### config.mk
export PLATFORM = sky130hd
export DESIGN_NAME = steer_torque_pi_gain_scheduled_top_flat
export DESIGN_NICKNAME = d
export VERILOG_FILES = /design/src/stp_pkg.sv /design/src/stp_chan_if.sv /design/src/steer_torque_pi_gain_scheduled_top.sv /design/src/stp_ram.sv /design/src/stp_div.sv /design/src/flat_wrapper.sv
export SDC_FILE = /design/constraint.sdc
export NUM_CORES = 2
export LEC_CHECK = 0
export ABC_AREA = 1
export BUFFER_PORTS_ARGS = -buffer_cell sky130_fd_sc_hd__buf_2
export CORE_ASPECT_RATIO = 1.25
export CORE_MARGIN = 3
export CORE_UTILIZATION = 58
export CTS_CLUSTER_DIAMETER = 40
export DETAILED_ROUTE_END_ITERATION = 8
export PLACE_DENSITY = 0.77
export SYNTH_ARGS = -nofsm -noshare
export SYNTH_HDL_FRONTEND = slang
export SYNTH_HIERARCHICAL = 1
export SYNTH_SLANG_ARGS = --single-unit
export TNS_END_PERCENT = 20
### constraint.sdc
create_clock -name clk -period 9.2 [get_ports clk]
set_input_delay 0.92 -clock clk [delete_from_list [all_inputs] [get_ports clk]]
set_output_delay 0.92 -clock clk [all_outputs]
set_load 0.1 [all_outputs]
### src/stp_pkg.sv
// shared types, widths and constants of the steering torque pi controller
package stp_pkg;

    localparam int TABLE_DEPTH = 64;
    localparam int IDX_W       = $clog2(TABLE_DEPTH);

    localparam int ANG_W   = 15;
    localparam int GAIN_W  = 10;
    localparam int MAG_W   = 14;
    localparam int KI_W    = 16;
    localparam int LIM_W   = 15;
    localparam int CNT_W   = 7;
    localparam int CMD_W   = 16;
    localparam int TRAD_W  = 17;
    localparam int ENTRY_W = ANG_W + GAIN_W;

    localparam int CFG_IDX_W  = 3;
    localparam int CFG_DATA_W = 16;

    localparam logic [CFG_IDX_W-1:0] CFG_KI_POSITIVE  = 3'd0;
    localparam logic [CFG_IDX_W-1:0] CFG_KI_MIDDLE    = 3'd1;
    localparam logic [CFG_IDX_W-1:0] CFG_KI_FAR       = 3'd2;
    localparam logic [CFG_IDX_W-1:0] CFG_KI_THRESHOLD = 3'd3;
    localparam logic [CFG_IDX_W-1:0] CFG_TORQUE_LIMIT = 3'd4;
    localparam logic [CFG_IDX_W-1:0] CFG_TABLE_COUNT  = 3'd5;

    // radians per 1/16 degree in q.36
    localparam logic [26:0] RAD_K = 27'd74961320;

    // divider: magnitude of gain step times angle step over angle span
    localparam int DIV_N_W   = 25;
    localparam int DIV_D_W   = 16;
    localparam int DIV_CNT_W = $clog2(DIV_N_W + 1);

    typedef struct packed {
        logic [ANG_W-1:0]  angle;
        logic [GAIN_W-1:0] gain;
    } stp_entry_t;

    typedef struct packed {
        logic               start;
        logic [DIV_N_W-1:0] dividend;
        logic [DIV_D_W-1:0] divisor;
    } stp_div_req_t;

    typedef struct packed {
        logic               done;
        logic [DIV_N_W-1:0] quotient;
    } stp_div_rsp_t;

    typedef enum logic [3:0] {
        ST_IDLE,
        ST_MT,
        ST_MM,
        ST_ERR,
        ST_FETCH,
        ST_CMP,
        ST_IMUL,
        ST_DSTART,
        ST_DIV,
        ST_PMUL,
        ST_KMUL,
        ST_OUT
    } stp_state_t;

endpackage

### src/stp_chan_if.sv
// valid/ready channel interfaces for step items and result items
interface stp_in_if;
    import stp_pkg::*;
    logic                valid;
    logic                ready;
    logic                mode;
    logic [5:0]          entry_index;
    logic [ANG_W-1:0]    entry_angle;
    logic [GAIN_W-1:0]   entry_gain;
    logic [MAG_W-1:0]    target_magnitude;
    logic                target_direction;
    logic [MAG_W-1:0]    measured_magnitude;
    logic                measured_direction;

    modport source (
        output valid, mode, entry_index, entry_angle, entry_gain,
               target_magnitude, target_direction, measured_magnitude, measured_direction,
        input  ready
    );
    modport sink (
        input  valid, mode, entry_index, entry_angle, entry_gain,
               target_magnitude, target_direction, measured_magnitude, measured_direction,
        output ready
    );
endinterface

interface stp_out_if;
    import stp_pkg::*;
    logic                valid;
    logic                ready;
    logic [CMD_W-1:0]    torque_command;
    logic                torque_clamped;
    logic [GAIN_W-1:0]   gain_used;
    logic [TRAD_W-1:0]   target_radians;

    modport source (
        output valid, torque_command, torque_clamped, gain_used, target_radians,
        input  ready
    );
    modport sink (
        input  valid, torque_command, torque_clamped, gain_used, target_radians,
        output ready
    );
endinterface

### src/steer_torque_pi_gain_scheduled_top.sv
// top level of the gain scheduled pi steering torque controller
// A load item (mode 0) writes one breakpoint of the gain table in the cycle it is
// transferred and leaves the block ready at once. A step item (mode 1) converts the
// target and measured angles to radians, updates the saturating error integral, walks
// the gain table for the proportional gain, and forms the clamped torque; it yields one
// result. All products go through one shared 18x33 signed multiplier under a sequencer.
// The table walk reads one breakpoint at a time through the table ram's single read
// port, in a fetch state and a compare state. A step is shortest when the target is
// below the first breakpoint, walks the table to its last breakpoint in use when no
// segment holds it (n breakpoints in use, 2..64), and when it falls in segment k it
// adds the interpolation multiply, the divider start and the wait on the divider (one
// quotient bit per cycle). The block is not ready while a step is in work; it takes
// the next item from the cycle after the result register loads. A result that cannot
// leave holds the sequencer in its last state for as long as the older result still
// waits; a finished result waits in the output register, and the next item is taken
// meanwhile.
module steer_torque_pi_gain_scheduled_top (
    input  logic                           clk,
    input  logic                           rst_n,
    input  logic                           cfg_wr_en,
    input  logic [stp_pkg::CFG_IDX_W-1:0]  cfg_index,
    input  logic [stp_pkg::CFG_DATA_W-1:0] cfg_data,
    stp_in_if.sink                         step_chan,
    stp_out_if.source                      result_chan
);
    import stp_pkg::*;

    // configuration registers
    logic [KI_W-1:0]         ki_pos_reg;
    logic [KI_W-1:0]         ki_mid_reg;
    logic [KI_W-1:0]         ki_far_reg;
    logic signed [ANG_W-1:0] thr_reg;
    logic [LIM_W-1:0]        lim_reg;
    logic [CNT_W-1:0]        entries_reg;

    // sequencer
    stp_state_t state_reg;
    stp_state_t state_next;

    // step item working values
    logic [MAG_W-1:0]        tmag_reg;
    logic                    tdir_reg;
    logic [MAG_W-1:0]        mmag_reg;
    logic                    mdir_reg;
    logic signed [ANG_W-1:0] t_reg;
    logic signed [50:0]      prod_reg;
    logic signed [25:0]      rt_reg;
    logic [TRAD_W-1:0]       trad_reg;
    logic signed [26:0]      err_reg;
    logic signed [31:0]      integral_reg;
    logic [IDX_W-1:0]        idx_reg;
    stp_entry_t              prev_reg;
    stp_entry_t              cur_reg;
    logic [GAIN_W-1:0]       kp_reg;
    logic signed [51:0]      acc_reg;

    // output register
    logic                    res_valid_reg;
    logic [CMD_W-1:0]        cmd_reg;
    logic                    clamp_reg;
    logic [GAIN_W-1:0]       gain_reg;
    logic [TRAD_W-1:0]       trad_out_reg;

    // transfers
    logic xfer_in;
    logic load_xfer;
    logic step_xfer;
    logic out_free;

    // shared multiplier
    logic signed [17:0] mul_a;
    logic signed [32:0] mul_b;
    logic signed [50:0] mul_prod;

    // table ram
    stp_entry_t       ram_wdata;
    stp_entry_t       ram_rdata;
    logic             ram_we;
    logic [IDX_W-1:0] ram_waddr;

    // divider
    stp_div_req_t div_req;
    stp_div_rsp_t div_rsp;

    // combinational helpers
    logic [8:0]              n_last;
    logic [IDX_W-1:0]        last_idx;
    logic signed [ANG_W-1:0] t_in;
    logic [40:0]             rnd16;
    logic [40:0]             rnd24;
    logic [24:0]             conv_mag;
    logic [16:0]             tq12;
    logic signed [25:0]      rm_val;
    logic signed [26:0]      err_val;
    logic signed [32:0]      isum;
    logic signed [ANG_W-1:0] rd_angle;
    logic signed [ANG_W-1:0] prev_angle;
    logic signed [ANG_W-1:0] cur_angle;
    logic                    in_seg;
    logic signed [10:0]      gdiff;
    logic signed [15:0]      tdiff;
    logic signed [15:0]      span;
    logic [50:0]             prod_mag;
    logic [11:0]             kp_sum;
    logic [KI_W-1:0]         ki_sel;
    logic [51:0]             acc_mag;
    logic [51:0]             acc_rnd;
    logic [27:0]             raw_mag;
    logic                    over;
    logic [CMD_W-1:0]        mag_out;

    assign xfer_in   = step_chan.valid && step_chan.ready;
    assign load_xfer = xfer_in && !step_chan.mode;
    assign step_xfer = xfer_in && step_chan.mode;
    assign out_free  = !res_valid_reg || result_chan.ready;

    assign step_chan.ready = (state_reg == ST_IDLE);

    // configuration writes
    always_ff @(posedge clk or negedge rst_n)
    begin
        if (!rst_n)
        begin
            ki_pos_reg  <= KI_W'(328);
            ki_mid_reg  <= KI_W'(393);
            ki_far_reg  <= KI_W'(197);
            thr_reg     <= -ANG_W'(5760);
            lim_reg     <= LIM_W'(12288);
            entries_reg <= CNT_W'(44);
        end
        else if (cfg_wr_en)
        begin
            case (cfg_index)
                CFG_KI_POSITIVE:  ki_pos_reg  <= cfg_data[KI_W-1:0];
                CFG_KI_MIDDLE:    ki_mid_reg  <= cfg_data[KI_W-1:0];
                CFG_KI_FAR:       ki_far_reg  <= cfg_data[KI_W-1:0];
                CFG_KI_THRESHOLD: thr_reg     <= $signed(cfg_data[ANG_W-1:0]);
                CFG_TORQUE_LIMIT: lim_reg     <= cfg_data[LIM_W-1:0];
                CFG_TABLE_COUNT:  entries_reg <= cfg_data[CNT_W-1:0];
                default:          ;
            endcase
        end
    end

    // breakpoint table, written straight from a load transfer
    assign ram_we          = load_xfer && (32'(step_chan.entry_index) < TABLE_DEPTH);
    assign ram_waddr       = IDX_W'(step_chan.entry_index);
    assign ram_wdata.angle = step_chan.entry_angle;
    assign ram_wdata.gain  = step_chan.entry_gain;

    stp_ram #(
        .WIDTH (ENTRY_W),
        .DEPTH (TABLE_DEPTH)
    ) u_table (
        .clk   (clk),
        .we    (ram_we),
        .waddr (ram_waddr),
        .wdata (ram_wdata),
        .raddr (idx_reg),
        .rdata (ram_rdata)
    );

    // last breakpoint in use, entry count held to 2..depth
    always_comb
    begin
        if (entries_reg < CNT_W'(2))
        begin
            n_last = 9'd1;
        end
        else if (9'(entries_reg) > 9'(TABLE_DEPTH))
        begin
            n_last = 9'(TABLE_DEPTH - 1);
        end
        else
        begin
            n_last = 9'(entries_reg) - 9'd1;
        end
    end
    assign last_idx = n_last[IDX_W-1:0];

    assign t_in = step_chan.target_direction ?
                  -$signed({1'b0, step_chan.target_magnitude}) :
                  $signed({1'b0, step_chan.target_magnitude});

    // radians conversion, half away from zero on the magnitude
    assign rnd16    = prod_reg[40:0] + 41'd32768;
    assign rnd24    = prod_reg[40:0] + 41'd8388608;
    assign conv_mag = rnd16[40:16];
    assign tq12     = rnd24[40:24];
    assign rm_val   = mdir_reg ? -$signed({1'b0, conv_mag}) : $signed({1'b0, conv_mag});
    assign err_val  = 27'(rt_reg) - 27'(rm_val);
    assign isum     = 33'(integral_reg) + 33'(err_reg);

    // table walk compare
    assign rd_angle   = $signed(ram_rdata.angle);
    assign prev_angle = $signed(prev_reg.angle);
    assign cur_angle  = $signed(cur_reg.angle);
    assign in_seg     = (t_reg >= prev_angle) && (t_reg < rd_angle);

    // interpolation operands
    assign gdiff    = $signed({1'b0, cur_reg.gain}) - $signed({1'b0, prev_reg.gain});
    assign tdiff    = 16'(t_reg) - 16'(prev_angle);
    assign span     = 16'(cur_angle) - 16'(prev_angle);
    assign prod_mag = prod_reg[50] ? 51'(-prod_reg) : 51'(prod_reg);
    assign kp_sum   = prod_reg[50] ?
                      {2'b00, prev_reg.gain} - {1'b0, div_rsp.quotient[10:0]} :
                      {2'b00, prev_reg.gain} + {1'b0, div_rsp.quotient[10:0]};

    // integral gain band on the target angle
    always_comb
    begin
        if (t_reg >= 0)
        begin
            ki_sel = ki_pos_reg;
        end
        else if (t_reg > thr_reg)
        begin
            ki_sel = ki_mid_reg;
        end
        else
        begin
            ki_sel = ki_far_reg;
        end
    end

    // final rounding to q4.12 and clamp
    assign acc_mag = acc_reg[51] ? 52'(-acc_reg) : 52'(acc_reg);
    assign acc_rnd = acc_mag + 52'd8388608;
    assign raw_mag = acc_rnd[51:24];
    assign over    = raw_mag > 28'(lim_reg);
    assign mag_out = over ? 16'(lim_reg) : raw_mag[CMD_W-1:0];

    // shared multiplier operand select
    always_comb
    begin
        case (state_reg)
            ST_MT:
            begin
                mul_a = $signed({4'b0, tmag_reg});
                mul_b = $signed({6'b0, RAD_K});
            end
            ST_MM:
            begin
                mul_a = $signed({4'b0, mmag_reg});
                mul_b = $signed({6'b0, RAD_K});
            end
            ST_IMUL:
            begin
                mul_a = 18'(gdiff);
                mul_b = 33'(tdiff);
            end
            ST_PMUL:
            begin
                mul_a = $signed({8'b0, kp_reg});
                mul_b = 33'(err_reg);
            end
            ST_KMUL:
            begin
                mul_a = $signed({2'b0, ki_sel});
                mul_b = 33'(integral_reg);
            end
            default:
            begin
                mul_a = '0;
                mul_b = '0;
            end
        endcase
    end
    assign mul_prod = 51'(mul_a) * 51'(mul_b);

    assign div_req.start    = (state_reg == ST_DSTART);
    assign div_req.dividend = prod_mag[DIV_N_W-1:0];
    assign div_req.divisor  = span;

    stp_div u_div (
        .clk   (clk),
        .rst_n (rst_n),
        .req   (div_req),
        .rsp   (div_rsp)
    );

    // sequencer next state
    always_comb
    begin
        state_next = state_reg;
        case (state_reg)
            ST_IDLE:
            begin
                if (step_xfer)
                begin
                    state_next = ST_MT;
                end
            end
            ST_MT:     state_next = ST_MM;
            ST_MM:     state_next = ST_ERR;
            ST_ERR:    state_next = ST_FETCH;
            ST_FETCH:  state_next = ST_CMP;
            ST_CMP:
            begin
                if (idx_reg == '0)
                begin
                    state_next = (t_reg < rd_angle) ? ST_PMUL : ST_FETCH;
                end
                else if (in_seg)
                begin
                    state_next = ST_IMUL;
                end
                else if (idx_reg == last_idx)
                begin
                    state_next = ST_PMUL;
                end
                else
                begin
                    state_next = ST_FETCH;
                end
            end
            ST_IMUL:   state_next = ST_DSTART;
            ST_DSTART: state_next = ST_DIV;
            ST_DIV:
            begin
                if (div_rsp.done)
                begin
                    state_next = ST_PMUL;
                end
            end
            ST_PMUL:   state_next = ST_KMUL;
            ST_KMUL:   state_next = ST_OUT;
            ST_OUT:
            begin
                if (out_free)
                begin
                    state_next = ST_IDLE;
                end
            end
            default:   state_next = ST_IDLE;
        endcase
    end

    always_ff @(posedge clk or negedge rst_n)
    begin
        if (!rst_n)
        begin
            state_reg <= ST_IDLE;
        end
        else
        begin
            state_reg <= state_next;
        end
    end

    // error integral, saturating at the int32 bounds
    // updated from the registered error once per step, ahead of the ki product
    always_ff @(posedge clk or negedge rst_n)
    begin
        if (!rst_n)
        begin
            integral_reg <= '0;
        end
        else if (state_reg == ST_PMUL)
        begin
            if (isum > 33'sh0_7FFF_FFFF)
            begin
                integral_reg <= 32'sh7FFF_FFFF;
            end
            else if (isum < -33'sh0_8000_0000)
            begin
                integral_reg <= 32'sh8000_0000;
            end
            else
            begin
                integral_reg <= isum[31:0];
            end
        end
    end

    // datapath registers
    always_ff @(posedge clk)
    begin
        case (state_reg)
            ST_IDLE:
            begin
                if (step_xfer)
                begin
                    tmag_reg <= step_chan.target_magnitude;
                    tdir_reg <= step_chan.target_direction;
                    mmag_reg <= step_chan.measured_magnitude;
                    mdir_reg <= step_chan.measured_direction;
                    t_reg    <= t_in;
                end
            end
            ST_MT:
            begin
                prod_reg <= mul_prod;
            end
            ST_MM:
            begin
                prod_reg <= mul_prod;
                rt_reg   <= tdir_reg ? -$signed({1'b0, conv_mag}) : $signed({1'b0, conv_mag});
                if (tdir_reg)
                begin
                    trad_reg <= (tq12 > 17'd65536) ? 17'h10000 : 17'(-tq12);
                end
                else
                begin
                    trad_reg <= (tq12 > 17'd65535) ? 17'h0FFFF : tq12;
                end
            end
            ST_ERR:
            begin
                err_reg <= err_val;
                idx_reg <= '0;
            end
            ST_CMP:
            begin
                if (idx_reg == '0)
                begin
                    if (t_reg < rd_angle)
                    begin
                        kp_reg <= ram_rdata.gain;
                    end
                    else
                    begin
                        prev_reg <= ram_rdata;
                        idx_reg  <= idx_reg + 1'b1;
                    end
                end
                else if (in_seg)
                begin
                    cur_reg <= ram_rdata;
                end
                else if (idx_reg == last_idx)
                begin
                    kp_reg <= ram_rdata.gain;
                end
                else
                begin
                    prev_reg <= ram_rdata;
                    idx_reg  <= idx_reg + 1'b1;
                end
            end
            ST_IMUL:
            begin
                prod_reg <= mul_prod;
            end
            ST_DIV:
            begin
                if (div_rsp.done)
                begin
                    kp_reg <= kp_sum[GAIN_W-1:0];
                end
            end
            ST_PMUL:
            begin
                prod_reg <= mul_prod;
            end
            ST_KMUL:
            begin
                // proportional term is q.28, moved up to q.36
                acc_reg <= (52'(prod_reg) <<< 8) + 52'(mul_prod);
            end
            default:
            begin
            end
        endcase
    end

    // result register, loaded when the slot is free
    always_ff @(posedge clk or negedge rst_n)
    begin
        if (!rst_n)
        begin
            res_valid_reg <= 1'b0;
        end
        else if (state_reg == ST_OUT && out_free)
        begin
            res_valid_reg <= 1'b1;
        end
        else if (result_chan.ready)
        begin
            res_valid_reg <= 1'b0;
        end
    end

    always_ff @(posedge clk)
    begin
        if (state_reg == ST_OUT && out_free)
        begin
            cmd_reg      <= acc_reg[51] ? -mag_out : mag_out;
            clamp_reg    <= over;
            gain_reg     <= kp_reg;
            trad_out_reg <= trad_reg;
        end
    end

    assign result_chan.valid          = res_valid_reg;
    assign result_chan.torque_command = cmd_reg;
    assign result_chan.torque_clamped = clamp_reg;
    assign result_chan.gain_used      = gain_reg;
    assign result_chan.target_radians = trad_out_reg;

    // a step transfer always starts the conversion sequence
    assert property (@(posedge clk) disable iff (!rst_n)
        step_xfer |=> state_reg == ST_MT)
    else $error("step transfer did not start the sequence");

    // a load transfer leaves the block idle
    assert property (@(posedge clk) disable iff (!rst_n)
        load_xfer |=> state_reg == ST_IDLE)
    else $error("load transfer left the idle state");

    // integral moves only in the error update step
    assert property (@(posedge clk) disable iff (!rst_n)
        state_reg != ST_PMUL |=> $stable(integral_reg))
    else $error("error integral changed outside the update step");

    // divider finishes only while the sequencer waits on it
    assert property (@(posedge clk) disable iff (!rst_n)
        div_rsp.done |-> state_reg == ST_DIV)
    else $error("divider done outside the wait state");

endmodule

### src/stp_ram.sv
// generic single write port ram with registered read
module stp_ram #(
    parameter int WIDTH = 8,
    parameter int DEPTH = 16
) (
    input  logic                     clk,
    input  logic                     we,
    input  logic [$clog2(DEPTH)-1:0] waddr,
    input  logic [WIDTH-1:0]         wdata,
    input  logic [$clog2(DEPTH)-1:0] raddr,
    output logic [WIDTH-1:0]         rdata
);

    logic [WIDTH-1:0] mem [DEPTH];

    always_ff @(posedge clk)
    begin
        if (we)
        begin
            mem[waddr] <= wdata;
        end
        rdata <= mem[raddr];
    end

endmodule

### src/stp_div.sv
// restoring divider, one quotient bit per cycle
module stp_div (
    input  logic                  clk,
    input  logic                  rst_n,
    input  stp_pkg::stp_div_req_t req,
    output stp_pkg::stp_div_rsp_t rsp
);
    import stp_pkg::*;

    logic [DIV_D_W-1:0]   rem_reg;
    logic [DIV_N_W-1:0]   quo_reg;
    logic [DIV_D_W-1:0]   den_reg;
    logic [DIV_CNT_W-1:0] cnt_reg;
    logic                 busy_reg;
    logic                 done_reg;

    logic [DIV_D_W:0]     trial;
    logic                 fits;
    logic [DIV_D_W:0]     diff;

    assign trial = {rem_reg, quo_reg[DIV_N_W-1]};
    assign fits  = trial >= {1'b0, den_reg};
    assign diff  = trial - {1'b0, den_reg};

    always_ff @(posedge clk or negedge rst_n)
    begin
        if (!rst_n)
        begin
            busy_reg <= 1'b0;
            done_reg <= 1'b0;
            cnt_reg  <= '0;
        end
        else
        begin
            done_reg <= 1'b0;
            if (req.start)
            begin
                busy_reg <= 1'b1;
                cnt_reg  <= DIV_CNT_W'(DIV_N_W);
            end
            else if (busy_reg)
            begin
                cnt_reg <= cnt_reg - 1'b1;
                if (cnt_reg == DIV_CNT_W'(1))
                begin
                    busy_reg <= 1'b0;
                    done_reg <= 1'b1;
                end
            end
        end
    end

    always_ff @(posedge clk)
    begin
        if (req.start)
        begin
            rem_reg <= '0;
            quo_reg <= req.dividend;
            den_reg <= req.divisor;
        end
        else if (busy_reg)
        begin
            rem_reg <= fits ? diff[DIV_D_W-1:0] : trial[DIV_D_W-1:0];
            quo_reg <= {quo_reg[DIV_N_W-2:0], fits};
        end
    end

    assign rsp.done     = done_reg;
    assign rsp.quotient = quo_reg;

endmodule

### src/flat_wrapper.sv
// flat-port wrapper written by rule: the top's interface ports become plain ports
module steer_torque_pi_gain_scheduled_top_flat import stp_pkg::*;
  (clk, rst_n, cfg_wr_en, cfg_index, cfg_data, step_chan_valid, step_chan_mode, step_chan_entry_index, step_chan_entry_angle, step_chan_entry_gain, step_chan_target_magnitude, step_chan_target_direction, step_chan_measured_magnitude, step_chan_measured_direction, step_chan_ready, result_chan_valid, result_chan_torque_command, result_chan_torque_clamped, result_chan_gain_used, result_chan_target_radians, result_chan_ready);
  stp_in_if step_chan_i ();
  stp_out_if result_chan_i ();
  input  logic clk;
  input  logic rst_n;
  input  logic cfg_wr_en;
  input  logic [stp_pkg::CFG_IDX_W-1:0] cfg_index;
  input  logic [stp_pkg::CFG_DATA_W-1:0] cfg_data;
  input wire logic [$bits(step_chan_i.valid)-1:0] step_chan_valid;
  input wire logic [$bits(step_chan_i.mode)-1:0] step_chan_mode;
  input wire logic [$bits(step_chan_i.entry_index)-1:0] step_chan_entry_index;
  input wire logic [$bits(step_chan_i.entry_angle)-1:0] step_chan_entry_angle;
  input wire logic [$bits(step_chan_i.entry_gain)-1:0] step_chan_entry_gain;
  input wire logic [$bits(step_chan_i.target_magnitude)-1:0] step_chan_target_magnitude;
  input wire logic [$bits(step_chan_i.target_direction)-1:0] step_chan_target_direction;
  input wire logic [$bits(step_chan_i.measured_magnitude)-1:0] step_chan_measured_magnitude;
  input wire logic [$bits(step_chan_i.measured_direction)-1:0] step_chan_measured_direction;
  output wire logic [$bits(step_chan_i.ready)-1:0] step_chan_ready;
  output wire logic [$bits(result_chan_i.valid)-1:0] result_chan_valid;
  output wire logic [$bits(result_chan_i.torque_command)-1:0] result_chan_torque_command;
  output wire logic [$bits(result_chan_i.torque_clamped)-1:0] result_chan_torque_clamped;
  output wire logic [$bits(result_chan_i.gain_used)-1:0] result_chan_gain_used;
  output wire logic [$bits(result_chan_i.target_radians)-1:0] result_chan_target_radians;
  input wire logic [$bits(result_chan_i.ready)-1:0] result_chan_ready;
  assign step_chan_i.valid = step_chan_valid;
  assign step_chan_i.mode = step_chan_mode;
  assign step_chan_i.entry_index = step_chan_entry_index;
  assign step_chan_i.entry_angle = step_chan_entry_angle;
  assign step_chan_i.entry_gain = step_chan_entry_gain;
  assign step_chan_i.target_magnitude = step_chan_target_magnitude;
  assign step_chan_i.target_direction = step_chan_target_direction;
  assign step_chan_i.measured_magnitude = step_chan_measured_magnitude;
  assign step_chan_i.measured_direction = step_chan_measured_direction;
  assign step_chan_ready = step_chan_i.ready;
  assign result_chan_valid = result_chan_i.valid;
  assign result_chan_torque_command = result_chan_i.torque_command;
  assign result_chan_torque_clamped = result_chan_i.torque_clamped;
  assign result_chan_gain_used = result_chan_i.gain_used;
  assign result_chan_target_radians = result_chan_i.target_radians;
  assign result_chan_i.ready = result_chan_ready;
  steer_torque_pi_gain_scheduled_top u_core (.clk(clk), .rst_n(rst_n), .cfg_wr_en(cfg_wr_en), .cfg_index(cfg_index), .cfg_data(cfg_data), .step_chan(step_chan_i), .result_chan(result_chan_i));
endmodule
## Word level (Yosys, flattened, before mapping)

Memories as Yosys holds them, arrays and structs flattened. A register that Yosys moved wholly into a read port is not among the register bits.
Cells that the tools add are included.
W data, S select, Z words.

| storage, ports and cells | value |
|---|---|
| register bits | 514 |
| bits in writable memories | 1,600 |
| bits of input ports | 86 |
| memories kept | 1 |

Memory list:

| name | depth | width | read ports | clocked after Yosys merged registers in | wr ports | line | RTL |
|---|---|---|---|---|---|---|---|
| u_core.u_table.mem | 64 | 25 | 1 | 1 | 1 | stp_ram.sv:14 | `logic [WIDTH-1:0] mem [DEPTH];` |

| cells by class | value |
|---|---|
| $add $sub $neg | 21 |
| multipliers | 1 |
| magnitude comparators | 12 |
| equal/unequal tests | 29 |
| mux-type cells | 57 |
| bitwise logic cells | 1 |
| reductions and logical operators | 29 |

Operators with widths:

| kind | count |
|---|---|
| $mux W25 | 8 |
| $pmux W33 S4 | 1 |
| $pmux W18 S5 | 1 |
| $mux W16 | 5 |
| $mux W32 | 2 |
| $mux W10 | 6 |
| $add A52 B24 Y52 const B | 1 |
| $add A52 B51 Y52 | 1 |
| $mux W52 | 1 |
| $neg A52 Y52 | 1 |
| $mul A18 B33 Y51 | 1 |
| $mux W17 | 3 |
| $pmux W4 S12 | 1 |
| $add A41 B16 Y41 const B | 1 |
| $add A41 B24 Y41 const B | 1 |
| $mux W6 | 6 |
| $add A32 B27 Y33 | 1 |
| $gt A33 B32 Y1 const B | 1 |
| $lt A33 B32 Y1 const B | 1 |
| $sub A15 B15 Y16 | 2 |
| $gt A28 B15 Y1 | 1 |
| $mux W4 | 7 |
| $sub A26 B26 Y27 | 1 |
| $mux W26 | 1 |
| 54 further kinds | 95 |

## Logic depth before layout (Yosys ltp)

| logic depth | value |
|---|---|
| depth after elaboration | 8 |
| gate-level depth with buffers | 61 |
| gate-level depth less buffers | 60 |

## Hierarchy

The synthesis kept the hierarchy.

Modules (own cells, without submodules):

| module | times used | cells each | area an instance (um^2) | seq. area each (um^2) |
|---|---|---|---|---|
| stp_ram | 1 | 5,443 | 65,731.8 | 48,546.6 |
| steer_torque_pi_gain_scheduled_top | 1 | 6,081 | 50,053.0 | 12,718.4 |
| stp_div | 1 | 484 | 3,727.3 | 1,726.7 |

## Least setup slack after synthesis

OpenSTA, ideal clock, no wires.

| timing | value |
|---|---|
| path kind | register -> register |
| start | reg u_core.state_reg[2] |
| end | reg u_core.acc_reg[51], data pin |
| setup time | 0.258 ns |
| arrival time | 9.931 ns |
| data required time | 8.942 ns |
| setup slack | -0.989 ns |
| cell stages (with the launch flop) | 43 |
| path buffers | 3 |
| path through | dfrtp_1 -> nor2_1 -> inv_1 -> nor2_1 -> clkbuf_1 -> buf_1 -> nand2_1 -> clkbuf_1 -> a21oi_1 -> fa_1 -> fa_1 -> fa_1 -> fa_1 -> fa_1 -> inv_1 -> fa_1 -> inv_1 -> ha_1 -> [... 7 more ...] -> nand2_1 -> nand2_1 -> o211a_1 -> o21bai_1 -> nand2_1 -> o211ai_1 -> a21o_1 -> nand2_1 -> nand3_1 -> xor2_1 -> ha_1 -> inv_1 -> nor3_1 -> inv_1 -> nor4_1 -> nand3_1 -> nand3_1 -> xnor2_1 |

| between the ends | value |
|---|---|
| longest elaborated chain between the ends | 5 |
| elaborated cells on any way between the ends | 10 |

Ends and longest elaborated chain:

| what | line | RTL |
|---|---|---|
| from (decl) | steer_torque_pi_gain_scheduled_top.sv:37 | `stp_state_t state_reg;` |
| from (signal assigned) | steer_torque_pi_gain_scheduled_top.sv:347 | `state_reg <= state_next;` |
| $eq A4 B1 Y1 / $eq A4 B2 Y1 (equally long branches) | steer_torque_pi_gain_scheduled_top.sv:236 | `case (state_reg)` |
| $reduce_or A2 Y1 (no line) | n/a |  |
| $pmux W33 S4 | steer_torque_pi_gain_scheduled_top.sv:236 |  |
| $mul A18 B33 Y51 * | steer_torque_pi_gain_scheduled_top.sv:269 | `assign mul_prod = 51'(mul_a) * 51'(mul_b);` |
| $add A52 B51 Y52 * | steer_torque_pi_gain_scheduled_top.sv:459 | `acc_reg <= (52'(prod_reg) <<< 8) + 52'(mul_prod);` |
| to (signal assigned) | steer_torque_pi_gain_scheduled_top.sv:459 |  |
| to (decl) | steer_torque_pi_gain_scheduled_top.sv:55 | `logic signed [51:0] acc_reg;` |

Every way passes the cells marked *; elsewhere a longest branch is shown, timed or not.
A chain may end at the register's enable or synchronous reset.

## Final worst setup path

| timing | value |
|---|---|
| start | reg u_core.t_reg[1] |
| end | reg u_core.acc_reg[50], data pin |

| between the ends | value |
|---|---|
| longest elaborated chain between the ends | 6 |
| elaborated cells on any way between the ends | 9 |

Ends and longest elaborated chain:

| what | line | RTL |
|---|---|---|
| from (decl) | steer_torque_pi_gain_scheduled_top.sv:45 | `logic signed [ANG_W-1:0] t_reg;` |
| from (signal assigned) | steer_torque_pi_gain_scheduled_top.sv:388 | `t_reg <= t_in;` |
| $gt A15 B15 Y1 | steer_torque_pi_gain_scheduled_top.sv:216 | `else if (t_reg > thr_reg)` |
| $mux W16 | steer_torque_pi_gain_scheduled_top.sv:216 |  |
| $mux W16 | steer_torque_pi_gain_scheduled_top.sv:212 | `if (t_reg >= 0)` |
| $pmux W18 S5 | steer_torque_pi_gain_scheduled_top.sv:236 |  |
| $mul A18 B33 Y51 * | steer_torque_pi_gain_scheduled_top.sv:269 |  |
| named net u_core.mul_prod[39] | steer_torque_pi_gain_scheduled_top.sv:73 | `logic signed [50:0] mul_prod;` |
| $add A52 B51 Y52 * | steer_torque_pi_gain_scheduled_top.sv:459 |  |

The timed path passes the listed nets; every way through them passes the cells marked *.

==> results.json <==
{
  "fp.dieH_um": 513.5,
  "grt_overflow": 0,
  "hold_ws_ns": 0.2070,
  "yosysWarnings": 6,
  "cts_root_buf": "clkbuf_16",
  "cts_max_level": 5,
  "synth_edf_count": 1962,
  "num_vias": 94708,
  "yosys.cell_types.count": 64,
  "drt_iter0_drc": 11733,
  "max_cap_viol_count": 0,
  "worst_pin_slew_ns": 1.226,
  "failed_checks": "setup timing",
  "drive_above_1_share_pct": 17.25,
  "slew_headroom_pct": 18.04,
  "io_pins": 132,
  "clockBufferDepth": 4,
  "hp-class": "in2reg",
  "first_global_vias": 94929,
  "postRouteAntennaNets": 0,
  "hold_viol_final": 0,
  "min_period_ns": 10.12,
  "synth_area_leaders": "edfxtp_1, nand2_1, fa_1",
  "antenna_found_initial": 14,
  "gp_congestion": 1.030,
  "reg2reg_slack_ns": -0.92,
  "worstSetupPathType": "reg2reg",
  "clock-sinks": 2132,
  "dp_hpwl_um": 253400,
  "path_max_fanout": 14,
  "maxSlewViolCount": 0,
  "ys_ff_latch": 2132,
  "status": "finished, violations left",
  "setup_viol": 29,
  "cp.arrival_ns": 10.76,
  "synth_area_um2": 119500,
  "async_flop_share_pct": 6.051,
  "cp_common_cell": "buf_6",
  "clk_latency_ns": 0.95,
  "ys_top_cells_by_count": "nand2_1, edfxtp_1, nand3_1",
  "die_area_um2": 211600,
  "tritoncts": "done",
  "ys_seq_area_share_pct": 52.71,
  "synthToLayoutAreaGrowth_pct": 18.12,
  "ys.flop_type": "edfxtp_1",
  "crit_required_ns": 9.85,
  "drc_errors": 0,
  "syn-mean-instance-area_um2": 9.953,
  "synth.net_count": 13014,
  "crit_path_top_delay_cell": "fa_2",
  "grt.total_usage_pct": 35.48,
  "cpPeakStageDelay_ns": 0.58,
  "grt_pass1_wl_um": 563700,
  "startpoint_type": "flop",
  "nNetsFinal": 13924,
  "placement_rows": 185,
  "grt_max_degree": 244,
  "clk_pin_slew_ns": 0.06,
  "rsz0062_at_grt": "yes",
  "routed_wl_um": 381900,
  "avgRoutedWirePerCell_um": 24.11,
  "synth_top_area_share_pct": 49.30,
  "start_util_pct": 58.54,
  "endpoint_kind": "flop",
  "drtPass1Iterations": 9,
  "period_share_pct": 110.0,
  "die_x_um": 412.0,
  "layout_setup_ws_ns": -0.9162,
  "skew_ns": 0.08630,
  "postSynthCellCount": 12008,
  "yosys.area.top_type": "edfxtp_1",
  "cts_made_buffers": 279,
  "post-synth-top-count-cell": "nand2_1",
  "largest_reg_flops": 1600,
  "avgViaCountPerCell": 5.980,
  "core_um2": 204200,
  "portBuffers": 131,
  "fmaxAchievable_mhz": 98.85
}
-- layout make-up --
type                            instances  area, um2
Fill cell                           14646      62990
Sequential cell                      2132      62990
Multi-Input combinational cell       8063      51490
Timing Repair Buffer                 1153       9339
Clock buffer                          315       7243
Inverter                             1289       4893
Tap cell                             2711       3392
Clock inverter                        169       1795
Antenna cell                            6      15.01
-- cell families after synthesis --
family | count (synthesis) | synth area share [%]
and+or+nand+nor | 5820 | 20.56
DFF | 2132 | 52.71
buffers and inverters | 1813 | 6.672
AOI/OAI and AO/OA | 1034 | 4.751
adders and majority gates | 920 | 13.19
xor gates and xnor gates | 289 | 2.118
-- timing repair --
item	in CTS	in global routing
setup buffers	28	85
gates cloned	3	4
endpoints found under the hold margin	4	0
endpoints found under the setup margin	37	41
gates resized for setup	228	473
hold buffers	1	0
pin swaps	66	239
-- cell usage in the layout, fill, tap and decap left out, types with 74 or more instances in the layout --
cell,n
inv_1,1192
clkbuf_16,288
edfxtp_1,1962
o21ai_0,318
a21oi_1,367
dfrtp_1,108
nand2_1,3399
nor2_2,105
nand3_1,1528
fa_1,541
xor2_1,185
buf_2,130
ha_1,299
buf_4,903
nand2_2,94
xnor2_1,75
nor2_1,428
inv_2,74
-- worst max-delay path, delay by kind of cell (launching register included) --
family	cells	cell delay, ns
fa+ha+maj	9	3.83
buf+inv	14	1.51
compound gates	15	2.41
flops	1	0.44
xor+xnor	3	0.54
simple gates	10	1.10
-- final timing paths --
path                                         startpoint                  endpoint  cells past startpoint
worst max-delay path                    u_core/t_reg[1]        u_core/acc_reg[50]                     51
max in group asynchronous                         rst_n   u_core/integral_reg[27]                      3
worst min-delay path                  result_chan_ready  u_core/result_chan.valid                      2
worst min register to register  u_core/u_table/rdata[0]         u_core/cur_reg[0]                      0
worst max register to register          u_core/t_reg[1]        u_core/acc_reg[50]                     51
min in group asynchronous                         rst_n      u_core/ki_mid_reg[4]                      2
-- layer usage --
metal  share of wire (%)  routed length [um]  vias to the layer above  track usage [%]
met2                  48              185000                     5752            58.96
li1                    -                   -                    41762                -
met1                  34              128100                    45847            42.11
met3                 9.8               37520                     1343            6.141
met4                 8.2               31230                        4            24.43
met5              0.0071                  27                        -                0
-- metrics by stage --
step	utilization, %	TNS (ns)	instances	cell area, um2	setup slack, ns
6_report	69.14	-16.54	15838	141200	-0.9162
5_1_grt	69.14	-29.71	15832	141100	-1.355
4_1_cts	67.80	-14.55	15746	138400	-0.8405
3_5_place_dp	62.76	-31.79	15230	128100	-1.534
3_3_place_gp	62.76	-26.99	15230	128100	-1.345
2_1_floorplan	-	-0.01785	12008	119800	-0.01785
Power is not shown: default switching activity piles up to over one toggle a cycle in this logic, so the estimate is an artifact.
